===== src/rtl/core/multilevel_dwt_analysis_core_defines.svh =====
// Assertion macros for the wavelet analysis core.
`ifndef MULTILEVEL_DWT_ANALYSIS_CORE_DEFINES_SVH
`define MULTILEVEL_DWT_ANALYSIS_CORE_DEFINES_SVH
`ifndef SYNTH
`define DWT_ASSERT(label, clk, rst_n, prop, msg) \
  label: assert property (@(posedge clk) disable iff (!rst_n) (prop)) else $error(msg);
`define DWT_ASSERT_NEVER(label, clk, rst_n, cond, msg) \
  label: assert property (@(posedge clk) disable iff (!rst_n) !(cond)) else $error(msg);
`else
`define DWT_ASSERT(label, clk, rst_n, prop, msg)
`define DWT_ASSERT_NEVER(label, clk, rst_n, cond, msg)
`endif
`endif


===== src/rtl/core/mdwt_pkg.sv =====
// ----------------------------------------------------------------------------
// mdwt_pkg
// Shared constants and types of the wavelet analysis core.
// ----------------------------------------------------------------------------
package mdwt_pkg;
  localparam int unsigned Levels  = 2;
  localparam int unsigned Taps    = 4;
  localparam int unsigned NumRegs = 8;
  localparam int unsigned LvW     = (Levels > 1) ? $clog2(Levels) : 1;
  localparam int unsigned TapW    = $clog2(Taps);
  localparam int unsigned CntW    = Levels + 1;
  localparam int unsigned RegIdxW = 3;
  localparam int unsigned AccW    = 40;

  typedef logic signed [15:0] coef_t;
  typedef logic signed [19:0] data_t;
  typedef logic signed [AccW-1:0] acc_t;

  // Data moved along the delay line of one level.
  typedef struct packed {
    logic  shift;
    data_t din;
  } cell_ctl_t;

  localparam coef_t TapReset [NumRegs] = '{
    16'sd15826, 16'sd27411, 16'sd7345, -16'sd4240, 16'sd0, 16'sd0, 16'sd0, 16'sd0
  };

  function automatic data_t scale_sat(acc_t acc);
    acc_t r;
    logic signed [AccW-15:0] q;
    r = (acc + acc_t'(16384)) >>> 15;
    q = r[AccW-15:0];
    if (q > $signed((AccW-14)'(524287))) return data_t'(20'sd524287);
    if (q < $signed(-(AccW-14)'(524288))) return data_t'(-20'sd524288);
    return q[19:0];
  endfunction
endpackage


===== src/rtl/core/mdwt_cell.sv =====
// ----------------------------------------------------------------------------
// mdwt_cell
// One stage of a level delay line; passes its word to the next cell on shift.
// ----------------------------------------------------------------------------
module mdwt_cell (
  input  logic              clk_i,
  input  logic              rst_ni,
  input  mdwt_pkg::cell_ctl_t ctl_i,
  output mdwt_pkg::data_t   dout_o
);
  import mdwt_pkg::*;
  data_t z_q;
  always_ff @(posedge clk_i or negedge rst_ni) begin
    if (!rst_ni) begin
      z_q <= '0;
    end else if (ctl_i.shift) begin
      z_q <= ctl_i.din;
    end
  end
  assign dout_o = z_q;
endmodule


===== src/rtl/core/mdwt_level.sv =====
// ----------------------------------------------------------------------------
// mdwt_level
// Delay line of one decomposition level built from a chain of cells.
// ----------------------------------------------------------------------------
module mdwt_level (
  input  logic            clk_i,
  input  logic            rst_ni,
  input  logic            shift_i,
  input  mdwt_pkg::data_t din_i,
  output mdwt_pkg::data_t taps_o [mdwt_pkg::Taps]
);
  import mdwt_pkg::*;
  cell_ctl_t ctl [Taps];
  for (genvar k = 0; k < Taps; k++) begin : g_cell
    assign ctl[k].shift = shift_i;
    assign ctl[k].din   = (k == 0) ? din_i : taps_o[(k == 0) ? 0 : k - 1];
    mdwt_cell u_cell (.clk_i, .rst_ni, .ctl_i(ctl[k]), .dout_o(taps_o[k]));
  end
endmodule


===== src/rtl/core/multilevel_dwt_analysis_core.sv =====
// ----------------------------------------------------------------------------
// multilevel_dwt_analysis_core
// Multilevel wavelet analysis with one shared multiply-accumulate unit.
// ----------------------------------------------------------------------------
// Channel | Dir | Payload
// s_axis  | in  | tdata: sample[15:0]
// m_axis  | out | tdata: detail, approximation, approx_valid; tuser: level; tlast
// cfg     | in  | tap index 0..7, 16-bit tap value
// A sample is accepted only in idle; the sequencer then visits each level in turn
// and runs the products of each level that filters one at a time through the
// single multiplier.
// Reset clears delay lines, latches and counters; no clearing pass.
// A result waits in the output register; the sequencer stalls until taken.
// ----------------------------------------------------------------------------
`include "multilevel_dwt_analysis_core_defines.svh"
module multilevel_dwt_analysis_core (
  input  logic        clk_i,
  input  logic        rst_ni,
  input  logic        s_axis_tvalid,
  output logic        s_axis_tready,
  input  logic [15:0] s_axis_tdata,  // sample[15:0]
  output logic        m_axis_tvalid,
  input  logic        m_axis_tready,
  // detail[19:0], approximation[39:20], approx_valid[40], zero fill
  output logic [47:0] m_axis_tdata,
  output logic [2:0]  m_axis_tuser,  // level[2:0]
  output logic        m_axis_tlast,
  input  logic        cfg_we_i,
  input  logic [mdwt_pkg::RegIdxW-1:0] cfg_idx_i,
  input  logic [15:0] cfg_data_i
);
  import mdwt_pkg::*;

  localparam logic [1:0] StIdle = 2'd0, StMac = 2'd1, StEmit = 2'd2, StNext = 2'd3;

  coef_t tap_q [NumRegs];
  always_ff @(posedge clk_i or negedge rst_ni) begin
    if (!rst_ni) begin
      for (int i = 0; i < NumRegs; i++) tap_q[i] <= TapReset[i];
    end else if (cfg_we_i) begin
      tap_q[cfg_idx_i] <= cfg_data_i;
    end
  end

  logic [1:0] st_q, st_d;
  logic [LvW-1:0] lv_q, lv_d;
  logic [TapW:0] k_q, k_d;       // 0..2*Taps-1 product index
  logic [CntW-1:0] en_cnt_q [Levels];
  logic [CntW-1:0] dec_cnt_q [Levels];
  data_t latch_q [Levels];
  data_t x0_q;
  acc_t acc_lo_q, acc_hi_q;
  logic signed [36:0] prod_q;
  logic prod_v_q, prod_hi_q;
  logic [LvW-1:0] last_lv_q;

  // Delay lines.
  logic shift [Levels];
  data_t din [Levels];
  data_t z [Levels][Taps];
  for (genvar l = 0; l < Levels; l++) begin : g_lv
    assign din[l] = (l == 0) ? x0_q : latch_q[(l == 0) ? 0 : l - 1];
    mdwt_level u_level (.clk_i, .rst_ni, .shift_i(shift[l]), .din_i(din[l]),
                        .taps_o(z[l]));
  end

  logic fire, emit_now;
  assign fire     = (en_cnt_q[lv_q] == '0);
  assign emit_now = (dec_cnt_q[lv_q] == '0);

  // Last level that emits a result for this sample, resolved from the counters at acceptance.
  logic [LvW-1:0] last_fire;
  always_comb begin
    last_fire = '0;
    for (int l = 0; l < Levels; l++) begin
      if (en_cnt_q[l] == '0 && dec_cnt_q[l] == '0) last_fire = LvW'(l);
    end
  end

  logic [TapW-1:0] kt;
  logic ph;
  assign kt = k_q[TapW-1:0];
  assign ph = k_q[TapW];
  logic signed [16:0] coef;
  always_comb begin
    if (!ph) coef = 17'(tap_q[RegIdxW'(kt)]);
    else if (kt[0] == 1'b0) coef = -17'(tap_q[RegIdxW'(TapW'(Taps - 1) - kt)]);
    else coef = 17'(tap_q[RegIdxW'(TapW'(Taps - 1) - kt)]);
  end

  logic out_busy;
  assign out_busy = m_axis_tvalid && !m_axis_tready;

  always_comb begin
    st_d = st_q; lv_d = lv_q; k_d = k_q;
    for (int l = 0; l < Levels; l++) shift[l] = 1'b0;
    unique case (st_q)
      StIdle: if (s_axis_tvalid) begin st_d = StNext; lv_d = '0; end
      StNext: begin
        if (fire) begin
          shift[lv_q] = 1'b1;
          st_d = StMac; k_d = '0;
        end else if (lv_q == LvW'(Levels - 1)) st_d = StIdle;
        else lv_d = lv_q + 1'b1;
      end
      StMac: if (k_q == (TapW+1)'(2 * Taps - 1)) st_d = StEmit;
             else k_d = k_q + 1'b1;
      StEmit: if (!prod_v_q && !out_busy) begin
        if (lv_q == LvW'(Levels - 1)) st_d = StIdle;
        else begin st_d = StNext; lv_d = lv_q + 1'b1; end
      end
      default: st_d = StIdle;
    endcase
  end
  assign s_axis_tready = (st_q == StIdle);

  data_t lo, hi;
  assign lo = scale_sat(acc_lo_q);
  assign hi = scale_sat(acc_hi_q);
  logic emit_go;
  assign emit_go = (st_q == StEmit) && !prod_v_q && !out_busy;

  always_ff @(posedge clk_i or negedge rst_ni) begin
    if (!rst_ni) begin
      st_q <= StIdle; lv_q <= '0; k_q <= '0; prod_v_q <= 1'b0; prod_hi_q <= 1'b0;
      for (int l = 0; l < Levels; l++) begin
        en_cnt_q[l] <= '0; dec_cnt_q[l] <= '0; latch_q[l] <= '0;
      end
      x0_q <= '0; m_axis_tvalid <= 1'b0; acc_lo_q <= '0; acc_hi_q <= '0;
      last_lv_q <= '0; prod_q <= '0;
      m_axis_tuser <= '0; m_axis_tlast <= 1'b0; m_axis_tdata <= '0;
    end else begin
      st_q <= st_d; lv_q <= lv_d; k_q <= k_d;
      if (m_axis_tvalid && m_axis_tready && !(emit_go && emit_now)) m_axis_tvalid <= 1'b0;
      if (st_q == StIdle && s_axis_tvalid) begin
        x0_q <= 20'(signed'(s_axis_tdata));
        last_lv_q <= last_fire;
      end
      prod_v_q <= (st_q == StMac);
      prod_hi_q <= ph;
      prod_q <= coef * z[lv_q][kt];
      if (st_q == StNext && fire) begin acc_lo_q <= '0; acc_hi_q <= '0; end
      if (prod_v_q) begin
        if (prod_hi_q) acc_hi_q <= acc_hi_q + AccW'(prod_q);
        else acc_lo_q <= acc_lo_q + AccW'(prod_q);
      end
      if (st_q == StNext && !fire) begin
        en_cnt_q[lv_q] <= en_cnt_q[lv_q] - 1'b1;
        dec_cnt_q[lv_q] <= dec_cnt_q[lv_q] - 1'b1;
      end
      if (emit_go) begin
        en_cnt_q[lv_q] <= CntW'((1 << lv_q) - 1);
        if (emit_now) begin
          latch_q[lv_q] <= lo;
          dec_cnt_q[lv_q] <= CntW'((2 << lv_q) - 1);
          m_axis_tvalid <= 1'b1;
          m_axis_tuser <= 3'(lv_q);
          m_axis_tlast <= (lv_q == last_lv_q);
          m_axis_tdata <= {7'd0, (lv_q == LvW'(Levels - 1)),
                           (lv_q == LvW'(Levels - 1)) ? lo : data_t'(0), hi};
        end else begin
          dec_cnt_q[lv_q] <= dec_cnt_q[lv_q] - 1'b1;
        end
      end
    end
  end

  `DWT_ASSERT(a_ready_idle, clk_i, rst_ni, s_axis_tready |-> st_q == StIdle, "ready out of idle")
  `DWT_ASSERT_NEVER(a_emit_busy, clk_i, rst_ni, emit_go && out_busy, "emit over stalled result")
  `DWT_ASSERT(a_mac_after_fire, clk_i, rst_ni,
    (st_q == StNext && fire) |=> st_q == StMac, "fire without accumulate")
endmodule


===== config.mk =====
export PLATFORM = sky130hd
export DESIGN_NAME = multilevel_dwt_analysis_core
export DESIGN_NICKNAME = d
export VERILOG_FILES = /design/src/rtl/core/mdwt_pkg.sv /design/src/rtl/core/mdwt_cell.sv /design/src/rtl/core/mdwt_level.sv /design/src/rtl/core/multilevel_dwt_analysis_core.sv
export VERILOG_INCLUDE_DIRS = /design/src /design/src/rtl/core
export SDC_FILE = /design/constraint.sdc
export NUM_CORES = 2
export LEC_CHECK = 0
export ABC_AREA = 1
export BUFFER_PORTS_ARGS = -buffer_cell sky130_fd_sc_hd__buf_4
export CAP_MARGIN = 30
export CELL_PAD_IN_SITES_DETAIL_PLACEMENT = 2
export CELL_PAD_IN_SITES_GLOBAL_PLACEMENT = 2
export CORE_MARGIN = 2
export CORE_UTILIZATION = 30
export CTS_CLUSTER_SIZE = 16
export DETAILED_ROUTE_END_ITERATION = 12
export PLACE_DENSITY_LB_ADDON = 0.1
export SYNTH_ARGS = -nofsm -noshare
export SYNTH_HDL_FRONTEND = slang
export SYNTH_SLANG_ARGS = --single-unit

===== constraint.sdc =====
create_clock -name clk_i -period 7.3 [get_ports clk_i]
set_input_delay 1.825 -clock clk_i [delete_from_list [all_inputs] [get_ports clk_i]]
set_output_delay 1.825 -clock clk_i [all_outputs]
set_load 0.03 [all_outputs]

**After elaboration in Yosys (flattened, before gate mapping)**

Index checks and enable logic that the tools add are counted.

- Bits in registers: 510
- Output and inout port bits: 54
- Logic and storage cells: 190

- Reductions and logical operators: 29
- Shift operators: 2
- Bitwise logic cells: 5
- Add/sub/neg operators: 12
- Mux-type cells: 82
- $mul: 1
- $lt $le $gt $ge: 11
- Equal/unequal tests: 12

Operators by type and width:

| kind | count |
|---|---|
| two-way mux 20 bit | 12 |
| two-way mux 40 bit | 6 |
| two-way mux 80 bit | 3 |
| bitwise mux 128 bit | 1 |
| binary-select mux 16 bit (select 3 bit) | 2 |
| adder 40 x 16 -> 40 bit (second input constant) | 2 |
| adder 40 x 37 -> 40 bit | 2 |
| two-way mux 16 bit | 5 |
| > comparator 25 x 20 -> 1 bit (second input constant) | 2 |
| less-than comparator 25 x 20 -> 1 bit (second input constant) | 2 |
| demux 16 bit (select 3 bit) | 1 |
| binary-select mux 20 bit (select 2 bit) | 1 |
| bitwise mux 40 bit | 1 |
| multiplier 17 x 20 -> 37 bit | 1 |
| two-way mux 17 bit | 2 |
| bitwise mux 6 bit | 5 |
| two-way mux 6 bit | 5 |
| two-way mux 3 bit | 9 |
| demux 20 bit (select 1 bit) | 1 |
| negation 16 -> 17 bit | 1 |
| two-way mux 2 bit | 8 |
| two-way mux 1 bit | 15 |
| logical AND 1 bit | 13 |
| >= comparator 4 bit (second input constant) | 3 |
| other kinds (34) | 51 |

**Depth between registers and ports, before layout**

- Depth after elaboration: 11
- Mapped depth: 40
- Depth with buffers taken out: 37

**By module**

From an unflattened synthesis, not the netlist that was laid out.

- Cell total of the unflattened synthesis: 5309
- Area, all modules: 39552.9 µm²

By module, submodules not included:

| module | area an instance (µm²) | seq. area each (µm²) | times used | cells each |
|---|---|---|---|---|
| multilevel_dwt_analysis_core | 33417.0 | 7074.3 | 1 | 4629 |
| mdwt_cell | 767.0 | 500.5 | 8 | 85 |

**Least setup slack after synthesis**

No wires, ideal clock.

- Path kind: register -> register
- Start: register k_q[0]
- End: register prod_q[22]
- Required time: 7.179 ns
- Slack: 0.596 ns
- Buffers on the path: 3
- Data arrival time: 6.583 ns
- Stages on the path, launching flop included: 37
- Path through: dfrtp_1 > buf_6 > buf_6 > nand2_1 > o21ai_1 > nand2_1 > and2_4 > ha_1 > nand3_2 > nor3_1 > o21bai_1 > nand3_1 > nand2_2 > inv_2 > buf_6 > nand2_1 > fa_1 > inv_1 > fa_1 > inv_1 > fa_1 > inv_1 > fa_1 > fa_1 > inv_1 > fa_1 > inv_1 > ha_1 > nand2_1 > nor2_1 > nand2_1 > o21ai_0 > nand2_1 > a21oi_1 > nor2_1 > nand2_1 > nand2_1

- Longest elaborated chain between the ends: 9
- Elaborated cells between the ends (all ways): 17
- Those cells by class: 2 x add/sub; 1 x mul; 11 x mux; 3 x bitwise

RTL lines:

| element | line | text |
|---|---|---|
| from (decl) | multilevel_dwt_analysis_core.sv:47 | `logic [TapW:0] k_q, k_d;` |
| from (signal assigned) | multilevel_dwt_analysis_core.sv:133 | `st_q <= st_d; lv_q <= lv_d; k_q <= k_d;` |
| subtractor 2 x 2 -> 3 bit | multilevel_dwt_analysis_core.sv:87, multilevel_dwt_analysis_core.sv:88 |  |
| NOT 3 -> 4 bit (implied by the code) | multilevel_dwt_analysis_core.sv:87, multilevel_dwt_analysis_core.sv:88 |  |
| binary-select mux 16 bit (select 3 bit) | multilevel_dwt_analysis_core.sv:87, multilevel_dwt_analysis_core.sv:88 |  |
| two-way mux 16 bit (implied by the code) (2 in a row) | multilevel_dwt_analysis_core.sv:87, multilevel_dwt_analysis_core.sv:88 |  |
| negation 16 -> 17 bit | multilevel_dwt_analysis_core.sv:87 | `else if (kt[0] == 1'b0) coef = -17'(tap_q[RegIdxW'(TapW'(Taps - 1) - kt)]);` |
| two-way mux 17 bit | multilevel_dwt_analysis_core.sv:87 |  |
| two-way mux 17 bit | multilevel_dwt_analysis_core.sv:86 | `if (!ph) coef = 17'(tap_q[RegIdxW'(kt)]);` |
| multiplier 17 x 20 -> 37 bit (*) | multilevel_dwt_analysis_core.sv:141 | `prod_q <= coef * z[lv_q][kt];` |
| to (signal assigned) | multilevel_dwt_analysis_core.sv:141 |  |
| to (decl) | multilevel_dwt_analysis_core.sv:53 | `logic signed [36:0] prod_q;` |

Mark *: on every way between the ends. The rest lies on a longest branch, timed or not. The select of a mux whose other input is x is not followed.
A chain may end at the register's enable or synchronous reset.

**Worst setup path in the final report**

- Start: register k_q[0]
- End: register prod_q[35]

Same word-level chain as after synthesis.

==> out/qor.txt <==
Crit. Startpoint -> k_q[0]
gate count of the mapped netlist -> 5108
slowest stage delay, CP -> 640 ps
Worst-path clk slew -> 60 ps
htree depth -> 2
CP Capture Point -> prod_q[35]
full die area -> 0.131 mm²
layout cells sized above 1 -> 0.140
Yosys warnings -> 0
PnR worst setup slack -> 248 ps
pin count of the biggest net entering global routing -> 144
root cell of the clock tree -> clkbuf_16
Max Clk Rate -> 142 MHz
FF-to-FF Start -> k_q[0]
die height -> 362 µm
Num CTS Buffers -> 57
clk_lat worst skew -> 680 ps
Startpoint Class -> flip-flop
Slew Limit Fails -> 0
setup violators final -> 0
CP arrival -> 7580 ps
Worst-Margin Slew -> 1020 ps
ANT nets after route -> 0
post-synth top area share -> 0.254
synth top area cells -> dfrtp_1 25%, fa_1 18%, nand2_1 12%
cells on worst reg2reg path -> 31
Tmin final -> 7050 ps
Setup CP Type -> flip-flop to flip-flop
hold_buf cts -> 0
clk sinks -> 425
IO Pins -> 94
Core ar. -> 0.128 mm²
Seq cells post-synth -> 425
post-synth design cell area -> 0.0385 mm²
dpl cells -> 6885
wirelength, routed -> 150000 µm
grt ovf -> 0
post-synthesis async set-or-reset flop share -> 1.00
Top cell by count, worst path -> fa_1
# port buffers -> 84
Slowest-stage cell, CP -> fa_2
top-count cell post-synth -> nand2_1
clock skew -> 42.6 ps
top post-synthesis cells by count -> 1220 x nand2_1, 804 x inv_1, 518 x nor2_1
CP Max Fanout -> 15
first-pass GRT wire length -> 232000 µm
drt pass-1 iters -> 5
initial antenna violation count -> 4
area leader, netlist -> dfrtp_1
fin crit share -> 0.966
width of the chip -> 362 µm
Worst Path Required -> 7830 ps
status -> finished clean
Seq/Total Area, Yosys -> 0.277
drt drc -> 0
unrepaired setup endpoints after global routing -> true
Setup WS pre-CTS -> -283 ps
starting density of the core -> 0.302
number of distinct library cells after synthesis -> 56
Vias -> 34800
max-cap viol count -> 0
ys flop type -> dfrtp_1
placer congestion estimate -> 0.856
Cell Rows -> 131
fin cells -> 7035
HP Class -> flip-flop to flip-flop
r2r setup slk -> 250 ps
Max clock buf depth -> 3
fin nets -> 5884
Post-DP HPWL -> 119000 µm
drt initial violations -> 1621
Routed WL per cell -> 21.4 µm
P&R area growth vs syn -> 18.4%
mean area per synthesized cell -> 7.54 µm²
worst r2r dst -> prod_q[35]
fill count -> 14900
EDFF count, synth -> 0
Setup crit end kind -> flip-flop
total track usage -> 0.230
Slew headroom -> 0.317
CTS tree -> built
vias per inst -> 4.94
Final Hold Fails -> 0
vias in the first global route -> 38500
==> cell type report <==
cell class,instances,area [µm²],share of cell area
diodes,1,2.50,0.0000549
clock buffers,84,1640,0.0359
clock inverters,24,358,0.00784
inverters,820,3110,0.0682
multi-input cells,3690,24900,0.545
flip-flops and latches,425,10700,0.234
well taps,1662,2080,0.0456
repair buffers,329,2880,0.0631
==> state kept, by name, summed over array words and instances, names as in the netlist, named ones only <==
| register | count |
|---|---|
| prod_v_q | 1 |
| din | 20 |
| lv_q | 1 |
| m_axis_tlast | 1 |
| g_lv.u_level.g_cell.u_cell.dout_o | 144 |
| acc_hi_q | 40 |
| m_axis_tuser | 1 |
| tap_q | 64 |
| m_axis_tvalid | 1 |
| prod_hi_q | 1 |
| m_axis_tdata | 40 |
| last_lv_q | 1 |
| k_q | 3 |
| dec_cnt_q | 4 |
| en_cnt_q | 2 |
| acc_lo_q | 40 |
| st_q | 2 |
| prod_q | 37 |
| x0_q | 16 |
==> critical path, delay by kind of cell (launching register included) <==
| family | cells | cell delay [ps] |
|---|---|---|
| adders and majority gates | 8 | 3690 |
| AOI/OAI and AO/OA | 6 | 840 |
| and+or+nand+nor | 8 | 830 |
| buffers and inverters | 7 | 670 |
| DFF | 1 | 580 |
| xor gates and xnor gates | 2 | 300 |
==> logic make-up after synthesis <==
kind of cell               Yosys count  synth area share
AOI/OAI and AO/OA                  852             0.118
xor gates and xnor gates            95            0.0216
adders and majority gates          521             0.236
buffers and inverters             1001             0.104
DFF                                425             0.277
muxes                               33           0.00964
other                                1         0.0000973
and+or+nand+nor                   2180             0.234
==> cell usage in the layout, fill, tap and decap left out, types with 12 or more instances in the layout <==
| cell type | netlist | routed |
|---|---|---|
| nand2_1 | 1220 | 1179 |
| inv_1 | 804 | 787 |
| nor2_1 | 518 | 489 |
| o21ai_0 | 420 | 399 |
| dfrtp_1 | 391 | 389 |
| fa_1 | 343 | 330 |
| a21oi_1 | 329 | 305 |
| buf_4 | 19 | 288 |
| nand3_1 | 288 | 279 |
| ha_1 | 178 | 153 |
| nand2_2 | 28 | 59 |
| clkbuf_16 | 0 | 59 |
| xor2_1 | 57 | 56 |
| nand4_1 | 41 | 41 |
| xnor2_1 | 38 | 37 |
| dfstp_2 | 34 | 34 |
| nor2_2 | 16 | 31 |
| o21ai_1 | 16 | 27 |
| buf_12 | 0 | 25 |
| inv_2 | 14 | 24 |
| nor3_1 | 27 | 24 |
| ha_4 | 0 | 21 |
| mux2_2 | 20 | 20 |
| nor2_4 | 3 | 17 |
| a21oi_2 | 0 | 17 |
| clkbuf_1 | 77 | 17 |
| o21bai_1 | 17 | 15 |
| nand3_2 | 8 | 14 |
| nand2_4 | 5 | 14 |
| mux2_1 | 13 | 13 |
| fa_2 | 0 | 13 |
| clkinv_2 | 0 | 12 |
==> repair_timing <==
action	in CTS	in global routing
resized for setup	48	238
pin swaps	7	102
endpoints found under the setup margin	17	25
hold endpoints to repair	0	0
buffers inserted	2	37
cloned	0	2
==> worst min-delay path by stage <==
stage / startpoint / slack [ps] / to / cells after the start
after floorplan: k_q[2] / 370 / prod_hi_q / 0
after global placement: flip-flop / 450 / last_lv_q / 1
after detailed placement: flip-flop / 460 / last_lv_q / 1
after CTS: flip-flop / 470 / last_lv_q / 1
after global routing: g_lv[1].u_level.g_cell[0].u_cell.dout_o[19] / 480 / g_lv[1].u_level.g_cell[1].u_cell.dout_o[19] / 2
final: flip-flop / 470 / last_lv_q / 1
==> layer usage <==
layer | global-route usage | vias to the layer above | routed length, µm
li1 | - | 16500 | -
met2 | 0.394 | 388 | 72600
met1 | 0.304 | 17700 | 69000
met3 | 0.0260 | 176 | 4310
met4 | 0.0653 | 6 | 4380
met5 | 0 | - | 47
==> stage by stage <==
step / instance area, µm² / hold WS (ps) / TNS, ps / util
detailed placement: 42200 / 464 / -2270 / 0.331
finish: 45600 / 466 / 0 / 0.358
global route: 45600 / 483 / -770 / 0.358
floorplan: 38600 / 375 / 0 / -
global placement: 42200 / 448 / -233 / 0.331
CTS: 44300 / 469 / 0 / 0.347
Power is left out: the tool's default activity adds up to more than one toggle a clock period on the data nets, which glitch-free logic cannot reach.
